[src/sv/assert_macros.svh]
// assertion macros used by the block's top-level rtl file
// expects signals named clock and reset in the including scope
`ifndef ASSERT_MACROS_SVH
`define ASSERT_MACROS_SVH

// property that holds at every clock edge outside reset
`define ASSERT_ALWAYS(label, expr, msg) \
   label: assert property (@(posedge clock) disable iff (reset) (expr)) else $error(msg);

// same-cycle implication
`define ASSERT_IMPL(label, ante, cons, msg) \
   label: assert property (@(posedge clock) disable iff (reset) (ante) |-> (cons)) \
      else $error(msg);

`endif

[src/sv/iwsad_pkg.sv]
// shared constants and payload types of the incremental window sad matcher
// no dependencies
package iwsad_pkg;

   // default configuration
   localparam int WINDOW_SIZE_DEF = 5;
   localparam int DISPARITIES_DEF = 8;

   // fixed field widths
   localparam int PIX_W      = 8;
   localparam int PIX_MAX    = (1 << PIX_W) - 1;
   localparam int COL_DATA_W = 40;
   localparam int COL_IDX_W  = 12;
   localparam int DISP_W     = 3;
   localparam int SAD_W      = 13;
   localparam logic [SAD_W-1:0] SAD_MAX = '1;

   // request payload
   typedef struct packed {
      logic [COL_DATA_W-1:0] left_column;
      logic [COL_DATA_W-1:0] right_column;
      logic [COL_IDX_W-1:0]  column_index;
      logic                  row_start;
   } req_payload_type;

   // response payload
   typedef struct packed {
      logic [DISP_W-1:0] disparity;
      logic [SAD_W-1:0]  window_sad;
      logic              last;
   } rsp_payload_type;

endpackage

[src/sv/iwsad_chan_if.sv]
// valid/ready channel carrying one payload of a chosen type
// payload types come from iwsad_pkg at the point of instantiation
interface iwsad_chan_if #(
   parameter type payload_type = logic
);
   logic        valid;
   logic        ready;
   payload_type data;

   modport source (output valid, output data, input ready);
   modport sink   (input valid, input data, output ready);
endinterface

[src/sv/iwsad_col_sad.sv]
// column sad: sum of absolute byte differences over one window column
// depends on iwsad_pkg
module iwsad_col_sad #(
   parameter int WINDOW_SIZE = iwsad_pkg::WINDOW_SIZE_DEF,
   localparam int COL_BITS = iwsad_pkg::PIX_W * WINDOW_SIZE,
   localparam int CSUM_W = $clog2(WINDOW_SIZE * iwsad_pkg::PIX_MAX + 1)
) (
   input  logic [COL_BITS-1:0] left_pixels,
   input  logic [COL_BITS-1:0] right_pixels,
   input  logic                force_zero,
   output logic [CSUM_W-1:0]   column_sad
);
   import iwsad_pkg::*;

   logic [PIX_W-1:0]  pix_a;
   logic [PIX_W-1:0]  pix_b;
   logic [PIX_W-1:0]  pix_diff;
   logic [CSUM_W-1:0] acc;

   // absolute differences summed row by row
   always_comb begin
      acc      = '0;
      pix_a    = '0;
      pix_b    = '0;
      pix_diff = '0;
      for (int r = 0; r < WINDOW_SIZE; r++) begin
         pix_a    = left_pixels[r*PIX_W +: PIX_W];
         pix_b    = right_pixels[r*PIX_W +: PIX_W];
         pix_diff = (pix_a > pix_b) ? (pix_a - pix_b) : (pix_b - pix_a);
         acc      = acc + CSUM_W'(pix_diff);
      end
      column_sad = force_zero ? '0 : acc;
   end

endmodule

[src/sv/incremental_window_sad_disparity.sv]
// incremental window sad stereo matcher, top level
// depends on iwsad_pkg, iwsad_chan_if, iwsad_col_sad, assert_macros.svh
//
//   channel   dir   payload                                            per column
//   req_chan  in    left_column right_column column_index row_start    1 request
//   rsp_chan  out   disparity window_sad last                          DISPARITIES
//
// one disparity per cycle goes through the read-modify-write pipeline of the
// history and running-sum memories while the response is not stalled.
// a request passes the item register, then right-column read, history read
// and the output register before its first response is valid.
// reset clears control and the valid bits at once; there is no clearing pass.
// a stalled response freezes the sequencer, stages b and c and the output; the
// next request is taken while the last disparity of the current one issues.
`include "assert_macros.svh"

module incremental_window_sad_disparity #(
   parameter int WINDOW_SIZE = iwsad_pkg::WINDOW_SIZE_DEF,
   parameter int DISPARITIES = iwsad_pkg::DISPARITIES_DEF
) (
   input logic          clock,
   input logic          reset,
   iwsad_chan_if.sink   req_chan,
   iwsad_chan_if.source rsp_chan
);
   import iwsad_pkg::*;

   localparam int DW       = (DISPARITIES > 1) ? $clog2(DISPARITIES) : 1;
   localparam int HW       = (WINDOW_SIZE > 1) ? $clog2(WINDOW_SIZE) : 1;
   localparam int HAW      = DW + HW;
   localparam int HDEPTH   = DISPARITIES << HW;
   localparam int COL_BITS = PIX_W * WINDOW_SIZE;
   localparam int CSUM_W   = $clog2(WINDOW_SIZE * PIX_MAX + 1);
   localparam int RSUM_W   = $clog2(WINDOW_SIZE * WINDOW_SIZE * PIX_MAX + 1);
   localparam int CMP_W    = (RSUM_W > SAD_W) ? RSUM_W : SAD_W;
   localparam logic [DW-1:0] D_LAST = DW'(DISPARITIES - 1);
   localparam logic [HW-1:0] H_LAST = HW'(WINDOW_SIZE - 1);
   localparam logic [DISP_W-1:0] DISP_TOP = DISP_W'(DISPARITIES - 1);

   // pipeline enable: output register free or being emptied
   logic adv;
   logic issue;
   logic op_last;
   logic req_fire;

   // current request and disparity sequencer
   logic                 cur_valid_ff;
   logic [COL_BITS-1:0]  cur_left_ff;
   logic [COL_BITS-1:0]  cur_right_ff;
   logic [COL_IDX_W-1:0] cur_col_ff;
   logic                 cur_fresh_ff;
   logic [DW-1:0]        d_ff;
   logic [DW-1:0]        wp_ff;
   logic [HW-1:0]        hp_ff;
   logic                 boot_ff;

   // right column store
   logic [COL_BITS-1:0]    right_mem [DISPARITIES];
   logic [DISPARITIES-1:0] right_vld_ff;
   logic [DW:0]            ra_wrap;
   logic [DW-1:0]          ra;

   // stage b
   logic                b_valid_ff;
   logic [DW-1:0]       b_d_ff;
   logic [HW-1:0]       b_h_ff;
   logic                b_fresh_ff;
   logic                b_zero_ff;
   logic [COL_BITS-1:0] b_left_ff;
   logic [COL_BITS-1:0] b_new_right_ff;
   logic [COL_BITS-1:0] rd_right_ff;
   logic                b_rvld_ff;
   logic [COL_BITS-1:0] b_right_sel;
   logic [CSUM_W-1:0]   b_col_sad;
   logic [HAW-1:0]      b_haddr;

   // history and running-sum memories
   logic [CSUM_W-1:0] hist_mem [HDEPTH];
   logic [HDEPTH-1:0] hist_vld_ff;
   logic [RSUM_W-1:0] run_mem [DISPARITIES];

   // stage c
   logic              c_valid_ff;
   logic [DW-1:0]     c_d_ff;
   logic [HW-1:0]     c_h_ff;
   logic              c_fresh_ff;
   logic [CSUM_W-1:0] c_col_sad_ff;
   logic [CSUM_W-1:0] rd_hist_ff;
   logic              c_hvld_ff;
   logic [RSUM_W-1:0] rd_run_ff;
   logic              c_hfwd_ff;
   logic [CSUM_W-1:0] c_hfwd_data_ff;
   logic              c_rfwd_ff;
   logic [RSUM_W-1:0] c_rfwd_data_ff;
   logic              c_wr;
   logic [HAW-1:0]    c_haddr;
   logic [CSUM_W-1:0] c_leaving;
   logic [RSUM_W-1:0] c_run_old;
   logic [RSUM_W-1:0] c_new_run;
   logic [CMP_W-1:0]  c_run_ext;
   logic [SAD_W-1:0]  c_sad_out;

   // output register
   logic            rsp_valid_ff;
   rsp_payload_type rsp_data_ff;

   // assertion helpers
   logic bc_pair;
   logic rsp_is_last;

   // handshake control
   assign adv      = !rsp_valid_ff || rsp_chan.ready;
   assign issue    = adv && cur_valid_ff;
   assign op_last  = (d_ff == D_LAST);
   assign req_chan.ready = !cur_valid_ff || (issue && op_last);
   assign req_fire = req_chan.valid && req_chan.ready;

   // sequencer control state
   always_ff @(posedge clock) begin
      if (reset) begin
         cur_valid_ff <= 1'b0;
         d_ff         <= '0;
         wp_ff        <= '0;
         hp_ff        <= '0;
         boot_ff      <= 1'b1;
      end else if (req_fire) begin
         cur_valid_ff <= 1'b1;
         d_ff         <= '0;
         wp_ff        <= (wp_ff == D_LAST) ? '0 : wp_ff + DW'(1);
         hp_ff        <= (hp_ff == H_LAST) ? '0 : hp_ff + HW'(1);
         boot_ff      <= 1'b0;
      end else if (issue) begin
         if (op_last) begin
            cur_valid_ff <= 1'b0;
         end else begin
            d_ff <= d_ff + DW'(1);
         end
      end
   end

   // request payload; the first request after reset acts as a row start
   always_ff @(posedge clock) begin
      if (req_fire) begin
         cur_left_ff  <= COL_BITS'(req_chan.data.left_column);
         cur_right_ff <= COL_BITS'(req_chan.data.right_column);
         cur_col_ff   <= req_chan.data.column_index;
         cur_fresh_ff <= req_chan.data.row_start || boot_ff;
      end
   end

   // slot d lives d entries behind the current write pointer
   always_comb begin
      ra_wrap = {1'b0, wp_ff} + (DW+1)'(DISPARITIES) - {1'b0, d_ff};
      ra      = (wp_ff >= d_ff) ? (wp_ff - d_ff) : ra_wrap[DW-1:0];
   end

   // right column memory: write on the first disparity, read every issue
   always_ff @(posedge clock) begin
      if (issue && (d_ff == '0)) begin
         right_mem[wp_ff] <= cur_right_ff;
      end
      if (issue) begin
         rd_right_ff <= right_mem[ra];
      end
   end

   // right column valid bits, set once per entry after reset
   always_ff @(posedge clock) begin
      if (reset) begin
         right_vld_ff <= '0;
         b_rvld_ff    <= 1'b0;
      end else if (issue) begin
         b_rvld_ff <= right_vld_ff[ra];
         if (d_ff == '0) begin
            right_vld_ff[wp_ff] <= 1'b1;
         end
      end
   end

   // stage b registers
   always_ff @(posedge clock) begin
      if (reset) begin
         b_valid_ff <= 1'b0;
      end else if (adv) begin
         b_valid_ff <= issue;
      end
   end

   always_ff @(posedge clock) begin
      if (issue) begin
         b_d_ff         <= d_ff;
         b_h_ff         <= hp_ff;
         b_fresh_ff     <= cur_fresh_ff;
         b_zero_ff      <= cur_col_ff < COL_IDX_W'(d_ff);
         b_left_ff      <= cur_left_ff;
         b_new_right_ff <= cur_right_ff;
      end
   end

   // disparity zero uses the column that arrived with this request
   always_comb begin
      if (b_d_ff == '0) begin
         b_right_sel = b_new_right_ff;
      end else if (b_rvld_ff) begin
         b_right_sel = rd_right_ff;
      end else begin
         b_right_sel = '0;
      end
   end

   iwsad_col_sad #(
      .WINDOW_SIZE (WINDOW_SIZE)
   ) u_col_sad (
      .left_pixels  (b_left_ff),
      .right_pixels (b_right_sel),
      .force_zero   (b_zero_ff),
      .column_sad   (b_col_sad)
   );

   assign b_haddr = {b_d_ff, b_h_ff};
   assign c_haddr = {c_d_ff, c_h_ff};
   assign c_wr    = adv && c_valid_ff;

   // history and running-sum memories: read in b, written back from c
   always_ff @(posedge clock) begin
      if (adv && b_valid_ff) begin
         rd_hist_ff <= hist_mem[b_haddr];
         rd_run_ff  <= run_mem[b_d_ff];
      end
      if (c_wr) begin
         hist_mem[c_haddr] <= c_col_sad_ff;
         run_mem[c_d_ff]   <= c_new_run;
      end
   end

   // history valid bits; a row start clears them as its first disparity reads
   always_ff @(posedge clock) begin
      if (reset) begin
         hist_vld_ff <= '0;
         c_hvld_ff   <= 1'b0;
      end else begin
         if (adv && b_valid_ff) begin
            c_hvld_ff <= hist_vld_ff[b_haddr];
         end
         if (adv && b_valid_ff && b_fresh_ff && (b_d_ff == '0)) begin
            hist_vld_ff <= '0;
         end else if (c_wr) begin
            hist_vld_ff[c_haddr] <= 1'b1;
         end
      end
   end

   // stage c registers and forwarding from the write in flight
   always_ff @(posedge clock) begin
      if (reset) begin
         c_valid_ff <= 1'b0;
      end else if (adv) begin
         c_valid_ff <= b_valid_ff;
      end
   end

   always_ff @(posedge clock) begin
      if (adv && b_valid_ff) begin
         c_d_ff         <= b_d_ff;
         c_h_ff         <= b_h_ff;
         c_fresh_ff     <= b_fresh_ff;
         c_col_sad_ff   <= b_col_sad;
         c_hfwd_ff      <= c_wr && (c_haddr == b_haddr);
         c_hfwd_data_ff <= c_col_sad_ff;
         c_rfwd_ff      <= c_wr && (c_d_ff == b_d_ff);
         c_rfwd_data_ff <= c_new_run;
      end
   end

   // running sum update with saturation to the output width
   always_comb begin
      if (c_fresh_ff) begin
         c_leaving = '0;
      end else if (c_hfwd_ff) begin
         c_leaving = c_hfwd_data_ff;
      end else if (c_hvld_ff) begin
         c_leaving = rd_hist_ff;
      end else begin
         c_leaving = '0;
      end
      if (c_fresh_ff) begin
         c_run_old = '0;
      end else if (c_rfwd_ff) begin
         c_run_old = c_rfwd_data_ff;
      end else begin
         c_run_old = rd_run_ff;
      end
      c_new_run = c_run_old + RSUM_W'(c_col_sad_ff) - RSUM_W'(c_leaving);
      c_run_ext = CMP_W'(c_new_run);
      c_sad_out = (c_run_ext > CMP_W'(SAD_MAX)) ? SAD_MAX : c_run_ext[SAD_W-1:0];
   end

   // output register
   always_ff @(posedge clock) begin
      if (reset) begin
         rsp_valid_ff <= 1'b0;
      end else if (adv) begin
         rsp_valid_ff <= c_valid_ff;
      end
   end

   always_ff @(posedge clock) begin
      if (adv && c_valid_ff) begin
         rsp_data_ff.disparity  <= DISP_W'(c_d_ff);
         rsp_data_ff.window_sad <= c_sad_out;
         rsp_data_ff.last       <= (c_d_ff == D_LAST);
      end
   end

   assign rsp_chan.valid = rsp_valid_ff;
   assign rsp_chan.data  = rsp_data_ff;

   // stages b and c both hold the same request
   assign bc_pair     = c_valid_ff && b_valid_ff && (b_d_ff != '0);
   assign rsp_is_last = rsp_valid_ff && rsp_data_ff.last;

   // disparities of one request stay adjacent through the pipeline
   `ASSERT_IMPL(a_op_order, bc_pair, b_d_ff == c_d_ff + DW'(1), "disparity order broken")
   // sequencer never runs past the last disparity
   `ASSERT_IMPL(a_d_range, cur_valid_ff, d_ff <= D_LAST, "disparity counter out of range")
   // the marked response carries the highest disparity
   `ASSERT_IMPL(a_last_disp, rsp_is_last, rsp_data_ff.disparity == DISP_TOP, "misplaced last")
   // a row start reaches stage c with all its disparities fresh
   `ASSERT_IMPL(a_fresh_group, bc_pair, b_fresh_ff == c_fresh_ff, "row start flag split")

endmodule

[src/flat_wrapper.sv]
// flat-port wrapper written by rule: the top's interface ports become plain ports
module incremental_window_sad_disparity_flat import iwsad_pkg::*;
#(
   parameter int WINDOW_SIZE = iwsad_pkg::WINDOW_SIZE_DEF,
   parameter int DISPARITIES = iwsad_pkg::DISPARITIES_DEF
)
  (clock, reset, req_chan_valid, req_chan_data, req_chan_ready, rsp_chan_valid, rsp_chan_data, rsp_chan_ready);
  iwsad_chan_if #(.payload_type(req_payload_type)) req_chan_i ();
  iwsad_chan_if #(.payload_type(rsp_payload_type)) rsp_chan_i ();
  input logic clock;
  input logic reset;
  input wire logic [$bits(req_chan_i.valid)-1:0] req_chan_valid;
  input wire logic [$bits(req_chan_i.data)-1:0] req_chan_data;
  output wire logic [$bits(req_chan_i.ready)-1:0] req_chan_ready;
  output wire logic [$bits(rsp_chan_i.valid)-1:0] rsp_chan_valid;
  output wire logic [$bits(rsp_chan_i.data)-1:0] rsp_chan_data;
  input wire logic [$bits(rsp_chan_i.ready)-1:0] rsp_chan_ready;
  assign req_chan_i.valid = req_chan_valid;
  assign req_chan_i.data = req_chan_data;
  assign req_chan_ready = req_chan_i.ready;
  assign rsp_chan_valid = rsp_chan_i.valid;
  assign rsp_chan_data = rsp_chan_i.data;
  assign rsp_chan_i.ready = rsp_chan_ready;
  incremental_window_sad_disparity #(.WINDOW_SIZE(WINDOW_SIZE), .DISPARITIES(DISPARITIES)) u_core (.clock(clock), .reset(reset), .req_chan(req_chan_i), .rsp_chan(rsp_chan_i));
endmodule
[config.mk]
export PLATFORM = sky130hd
export DESIGN_NAME = incremental_window_sad_disparity_flat
export DESIGN_NICKNAME = d
export VERILOG_FILES = /design/src/sv/iwsad_pkg.sv /design/src/sv/iwsad_chan_if.sv /design/src/sv/iwsad_col_sad.sv /design/src/sv/incremental_window_sad_disparity.sv /design/src/flat_wrapper.sv
export VERILOG_INCLUDE_DIRS = /design/src /design/src/sv
export SDC_FILE = /design/constraint.sdc
export NUM_CORES = 2
export LEC_CHECK = 0
export BUFFER_PORTS_ARGS = -buffer_cell sky130_fd_sc_hd__buf_2
export CAP_MARGIN = 20
export CORE_ASPECT_RATIO = 1.5
export CORE_MARGIN = 2
export CORE_UTILIZATION = 48
export DETAILED_ROUTE_END_ITERATION = 8
export GPL_ROUTABILITY_DRIVEN = 0
export GPL_TIMING_DRIVEN = 0
export PLACE_DENSITY = 0.71
export SLEW_MARGIN = 5
export SYNTH_ARGS = -nofsm -noshare
export SYNTH_HDL_FRONTEND = slang
export SYNTH_SLANG_ARGS = --single-unit
[constraint.sdc]
create_clock -name clock -period 7.58 [get_ports clock]
set_input_delay 0 -clock clock [delete_from_list [all_inputs] [get_ports clock]]
set_output_delay 0 -clock clock [all_outputs]
set_load 0.02 [all_outputs]
# Word level (Yosys, flattened, before mapping)
# Memory sizes are Yosys's and may differ from the RTL's. A register that Yosys moved wholly into a read port is not among the register bits.
# Index checks and enable logic that the tools add are counted.
totals:
  register_bits: 330
  ram_bits: 1128
  inputBits: 97
  word_cells: 137
  n_memories: 3
mem_list:
  columns: ["memory", "words", "width", "rd", "rd_ports_with_merged_regs", "write_ports", "line_no", "text"]
  rows:
  - ["u_core.hist_mem", 64, 11, 1, 1, 1, "incremental_window_sad_disparity.sv:78", "logic [CSUM_W-1:0] hist_mem [HDEPTH];"]
  - ["u_core.right_mem", 8, 40, 1, 1, 1, "incremental_window_sad_disparity.sv:58", "logic [COL_BITS-1:0] right_mem [DISPARITIES];"]
  - ["u_core.run_mem", 8, 13, 1, 1, 1, "incremental_window_sad_disparity.sv:80", "logic [RSUM_W-1:0] run_mem [DISPARITIES];"]
op_classes:
  addsub: 22
  order_cmp: 14
  n_eq_ne: 6
  mux: 30
  bitwise_logic: 3
  n_reduce_logical: 26
op_table:
  columns: ["cell", "count"]
  rows:
  - ["$mux W40", 2]
  - ["$sub A8 B8 Y8", 10]
  - ["$or A64 B64 Y64", 1]
  - ["$gt A8 B8 Y1", 5]
  - ["$mux W8", 5]
  - ["$mux W11", 3]
  - ["$mux W13", 2]
  - ["$lt A6 B7 Y1 const B", 2]
  - ["$add A13 B11 Y13", 1]
  - ["$gt A13 B13 Y1 const B", 1]
  - ["$sub A13 B11 Y13", 1]
  - ["$add A3 B1 Y3 const B", 4]
  - ["$eq A3 B3 Y1 const B", 4]
  - ["$logic_and A1 B1 Y1", 12]
  - ["$lt A12 B3 Y1", 1]
  - ["$add A10 B8 Y11", 1]
  - ["$add A11 B8 Y11", 1]
  - ["$mux W1", 11]
  - ["$add A9 B8 Y10", 1]
  - ["$add A8 B8 Y9", 1]
  - ["$mux W3", 3]
  - ["$lt A3 B4 Y1 const B", 2]
  - ["$or A8 B8 Y8", 1]
  - ["$bmux W1 S6", 1]
  - ["other kinds (16)", 25]

# Depth between registers and ports, before layout
depth:
  ltp_word: 8
  ltp_mapped: 29

# By module
# A second synthesis with hierarchy kept.
hier_totals:
  hier_cells: 3362
  hier_area_um2: 62203.4
modules_own_cells:
  columns: ["module", "instances", "cells_per_inst", "area_per_inst_um2"]
  rows:
  - ["incremental_window_sad_disparity", 1, 2801, 57831.7]
  - ["iwsad_col_sad", 1, 561, 4371.7]

# Least setup slack after synthesis
# Ideal clock, no wire load.
synth_path:
  kind: "flip-flop to flip-flop"
  from: "register u_core.rsp_valid_ff, in the netlist u_core.rsp_chan.valid"
  to: "memory u_core.right_mem[1][0] in the netlist's numbering (enable)"
  t_arrival_ps: 6558
  setup_slack_ps: 532
  stages_incl_launch_ff: 6
  n_path_buf: 0
  cell_sequence: "dfxtp_1 nand2b_1 nand2_1 inv_1 nand4_1 nor3_1"
synth_between:
  elab_chain_len: 6
synth_lines:
  columns: ["item", "line_no", "text"]
  rows:
  - ["start, declared", "incremental_window_sad_disparity.sv:104", "logic rsp_valid_ff;"]
  - ["start signal, assigned", "incremental_window_sad_disparity.sv:303", "rsp_valid_ff <= c_valid_ff;"]
  - ["$logic_not A1 Y1", "incremental_window_sad_disparity.sv:112", "assign adv = !rsp_valid_ff || rsp_chan.ready;"]
  - ["$logic_or A1 B1 Y1", "incremental_window_sad_disparity.sv:112", null]
  - ["$logic_and A1 B1 Y1", "incremental_window_sad_disparity.sv:113", "assign issue = adv && cur_valid_ff;"]
  - ["net u_core.issue", "incremental_window_sad_disparity.sv:42", "logic issue;"]
  - ["$logic_and A1 B1 Y1", "incremental_window_sad_disparity.sv:159", "if (issue && (d_ff == '0)) begin"]
  - ["$mux W1", "incremental_window_sad_disparity.sv:159", null]
  - ["$mux W1 (implied by the code)", "incremental_window_sad_disparity.sv:160", "right_mem[wp_ff] <= cur_right_ff;"]
  - ["end, declared", "incremental_window_sad_disparity.sv:58", null]
# The timed path passes the listed nets, and every way through them passes these cells.

# Worst setup path in the final report
layout_path:
  from: "register u_core.b_d_ff[1]"
  to: "register u_core.c_col_sad_ff[9] (data pin)"
layout_between:
  elab_chain_len: 8
  elab_cells_between_ends: 26
  cone_classes: "add/sub: 14; order compare: 5; mux: 6; reduce/logical: 1"
layout_lines:
  columns: ["item", "line_no", "text"]
  rows:
  - ["start, declared", "incremental_window_sad_disparity.sv:65", "logic [DW-1:0] b_d_ff;"]
  - ["start signal, assigned", "incremental_window_sad_disparity.sv:191", "b_d_ff <= d_ff;"]
  - ["$logic_not A3 Y1 (*)", "incremental_window_sad_disparity.sv:202", "if (b_d_ff == '0) begin"]
  - ["$mux W40 (*)", "incremental_window_sad_disparity.sv:202", null]
  - ["$sub A8 B8 Y8 or $gt A8 B8 Y1 (tied branches)", "iwsad_col_sad.sv:29", "pix_diff = (pix_a > pix_b) ? (pix_a - pix_b) : (pix_b - pix_a);"]
  - ["$mux W8", "iwsad_col_sad.sv:29", null]
  - ["$add A8 B8 Y9", "iwsad_col_sad.sv:30", "acc = acc + CSUM_W'(pix_diff);"]
  - ["$add A9 B8 Y10", "iwsad_col_sad.sv:30", null]
  - ["$add A10 B8 Y11", "iwsad_col_sad.sv:30", null]
  - ["$add A11 B8 Y11 (*)", "iwsad_col_sad.sv:30", null]
  - ["end signal, assigned", "incremental_window_sad_disparity.sv:267", "c_col_sad_ff <= b_col_sad;"]
  - ["end, declared", "incremental_window_sad_disparity.sv:87", "logic [CSUM_W-1:0] c_col_sad_ff;"]
# Every way passes the cells marked *; elsewhere a longest branch is shown, timed or not.
# A chain may end at the register's enable or synchronous reset.

==> flow_metrics.tcl <==
set metrics [dict create \
    status "finished, final reports clean" \
    fp.dieArea_sq_um 131000 \
    max_stage_delay_ns 0.54 \
    max_cap_violations 0 \
    cts_buffer_depth 3 \
    dp.cells 5081 \
    netSwitchingPower_w 0.00586 \
    clock-root-buffer "clkbuf_16" \
    utilization_pct 56.9 \
    layout.cells.non_filler 5533 \
    gr-total-overflow 0 \
    async_flop_share_pct 0 \
    slew_viol_final 0 \
    yosysWarnings 0 \
    firstDrtPassIters 6 \
    cp_top_family "adder cells" \
    fp.dieH_um 442 \
    drtAntennaViolNets 0 \
    crit_arrival_ns 7.73 \
    rows 160 \
    cts_max_level 4 \
    cp_slowest_cell "fa_1" \
    power_leakage_nw 24.3 \
    setup_ws_ns 0.346 \
    worst_ir_drop_vdd_mv 0.256 \
    switching_share_pct 26.5 \
    die_w_um 296 \
    cp.buffers_inverters 6 \
    end_kind "flip-flop" \
    clkTransAtPathRegs_ns 0.07 \
    syn_nets 3420 \
    drive_above_1_share_pct 24.0 \
    vias_per_cell 5.60 \
    final_area_sq_um 72200 \
    syn_area_sq_um 61500 \
    cts-buffers-inserted 140 \
    dp_slack_ns -1.10 \
    cts_tree "yes" \
    drt-total-wl_mm 141 \
    hold_ws_ns 0.162 \
    timing.final.hold_violations 0 \
    port-buffer-count 114 \
    grt_pass1_vias 32587 \
    setup_viol 0 \
    synth_top_area_share_pct 70.0 \
    reg2reg_slack_ns 0.35 \
    synth_enable_flop_cells 1434 \
    pwr-share-comb_pct 20.0 \
    hp-class "in2reg" \
    timing.final.crit_share_pct 95.4 \
    p_per_area_nw_per_um2 306 \
    p_seq_share_pct 48.2 \
    wire_per_inst_um 25.5 \
    clkLatencyLatePin_ns 0.77 \
    route.detailed.drc 0 \
    yosysSeqAreaShare_pct 72.9 \
    synth-seq-cells 1522 \
    area_delta_synth_final_pct 17.5 \
    synth_area_leaders "edfxtp_1 (70%), mux4_2 (12%), dfxtp_1 (2.9%), ha_1 (2.2%), fa_1 (1.5%)" \
    relSlewSlack_pct 25.2 \
    clock-sinks 1522 \
    placed_area_sq_um 65700 \
    synth_cells 3169 \
    grt_pass1_wl_mm 208 \
    fin_nets 3968 \
    place_hpwl_mm 95.8 \
    required_ns 8.08 \
    synth_top_cell_by_area "edfxtp_1" \
    synthFlopType "edfxtp_1" \
    antenna_found_initial 5 \
    max_freq_ghz 0.138 \
    syn-mean-instance-area_sq_um 19.4 \
    fin_skew_ns 0.0251 \
    core_sq_um 127000 \
    p_int_w 0.0162 \
    cp-start-kind "flip-flop" \
    synth_cell_types 54 \
    dr_total_vias 30972 \
    worst_slew_pin_slew_ns 1.12 \
    track_usage_pct 21.9 \
    grt_max_degree 84 \
    crit_fanout 10 \
    worstSetupPathType "reg2reg" \
    start_util_pct 48.4 \
    drt_iter0_drc 2752 \
    min_period_ns 7.23 \
    ios 116 \
    p_clk_share_pct 31.9 \
]
[timing repair]
action,in CTS,in global routing
pin swaps,0,1
buffers inserted,2,2
gates resized for setup,11,13
endpoints found under the hold margin,117,0
endpoints found under the setup margin,9,4
hold buffers,190,0
[cells in the final DEF (no fill, tap or decap), types with 77 or more instances in the layout]
cell type	netlist	layout
dfxtp_1	88	88
mux4_2	341	341
nand2_1	118	118
clkbuf_1	81	104
clkbuf_16	0	143
nor2_1	126	105
dlygate4sd3_1	0	190
inv_1	166	164
o21a_1	77	77
buf_2	22	134
ha_1	109	109
edfxtp_1	1434	1434
[cell families after synthesis]
| group | after synthesis | share of synthesized area, % |
|---|---|---|
| flip-flops | 1522 | 72.9 |
| AO/OA/AOI/OAI | 274 | 2.85 |
| buffers and inverters | 302 | 2.03 |
| multiplexers | 474 | 14.8 |
| XOR/XNOR | 68 | 0.969 |
| AND/OR/NAND/NOR | 375 | 2.78 |
| adder cells (fa/ha/maj) | 154 | 3.68 |
[power by group through the flow]
stage / combinational [W] / clock (W) / sequential [W]
floorplan: 0.00269 / 0 / 0.0109
global placement: 0.00351 / 0 / 0.0113
finish: 0.00441 / 0.00704 / 0.0106
CTS: 0.00445 / 0.00713 / 0.0106
global route: 0.00489 / 0.00743 / 0.0107
detailed placement: 0.00436 / 0 / 0.0108
[sequential cells by signal, indices dropped and copies added, names as in the netlist, 11 cells and up]
register and flops:
u_core.b_left_ff 40, u_core.b_new_right_ff 40, u_core.c_col_sad_ff 11, u_core.c_hfwd_data_ff 11, u_core.c_rfwd_data_ff 13, u_core.cur_col_ff 12, u_core.cur_left_ff 40, u_core.cur_right_ff 40
u_core.hist_mem 704, u_core.hist_vld_ff 64, u_core.rd_hist_ff 11, u_core.rd_right_ff 40, u_core.rd_run_ff 13, u_core.right_mem 320, u_core.rsp_chan.data 17, u_core.run_mem 104
[stage by stage]
step / total power (W) / setup TNS (ns)
global placement: 0.0148 / -702.64
finish: 0.0221 / 0
CTS: 0.0222 / 0
detailed placement: 0.0152 / -4.63
floorplan: 0.0136 / 0
global route: 0.0230 / -0.00869
[path summary, 6_finish.rpt]
| path | depth (start not counted) | startpoint | end |
|---|---|---|---|
| max | 28 | u_core.b_d_ff[1] | u_core.c_col_sad_ff[9] |
| min | 3 | req_chan_data[0] | u_core.cur_fresh_ff |
| max reg2reg | 28 | u_core.b_d_ff[1] | u_core.c_col_sad_ff[9] |
| min reg2reg | 0 | u_core.cur_left_ff[32] | u_core.b_left_ff[32] |
[metal layers]
layer / vias up / GRT usage (%) / wire, um
li1: 13620 / - / -
met1: 16004 / 24.5 / 49800
met2: 1045 / 40.4 / 77500
met3: 303 / 3.32 / 7120
met4: 0 / 10.2 / 6650
met5: - / 0 / 0
[synth_stat cells (all sizes together) (2+ instances only)]
library cell / instances
o21ai: 57
o22ai: 2
dfxtp: 88
a21oi: 71
nand3: 22
a211oi: 7
a31oi: 2
a41oi: 2
inv: 166
or2: 18
nor2b: 27
mux4: 341
o211ai: 4
o21a: 77
nand2b: 19
fa: 45
nand4: 11
edfxtp: 1434
or3: 2
clkbuf: 81
o32ai: 2
nand3b: 8
mux2: 64
nor4: 3
nand2: 118
nor2: 126
nor3: 11
xor2: 21
xnor2: 47
buf: 54
a21o: 15
o31ai: 3
o21bai: 7
mux2i: 69
a22oi: 18
ha: 109
and3: 6
[cell type report]
| cell class | instances | area (sq um) |
|---|---|---|
| Antenna cell | 2 | 5.00 |
| Buffer | 131 | 636 |
| Clock buffer | 178 | 3730 |
| Clock inverter | 77 | 807 |
| Fill cell | 9334 | 54700 |
| Inverter | 167 | 639 |
| Multi-Input combinational cell | 1345 | 15500 |
| Sequential cell | 1522 | 44800 |
| Tap cell | 1701 | 2130 |
| Timing Repair Buffer | 410 | 3910 |
[worst register-to-register path: cells and delay by family, from the launching register on]
kind                     cells  cell delay, ns
adder cells (fa/ha/maj)      6            2.52
AO/OA/AOI/OAI               10            1.70
buffers and inverters        6            1.17
AND/OR/NAND/NOR              4            0.57
flip-flops                   1            0.53
multiplexers                 1            0.32
XOR/XNOR                     1            0.17
(Power assumes the default switching activity.)
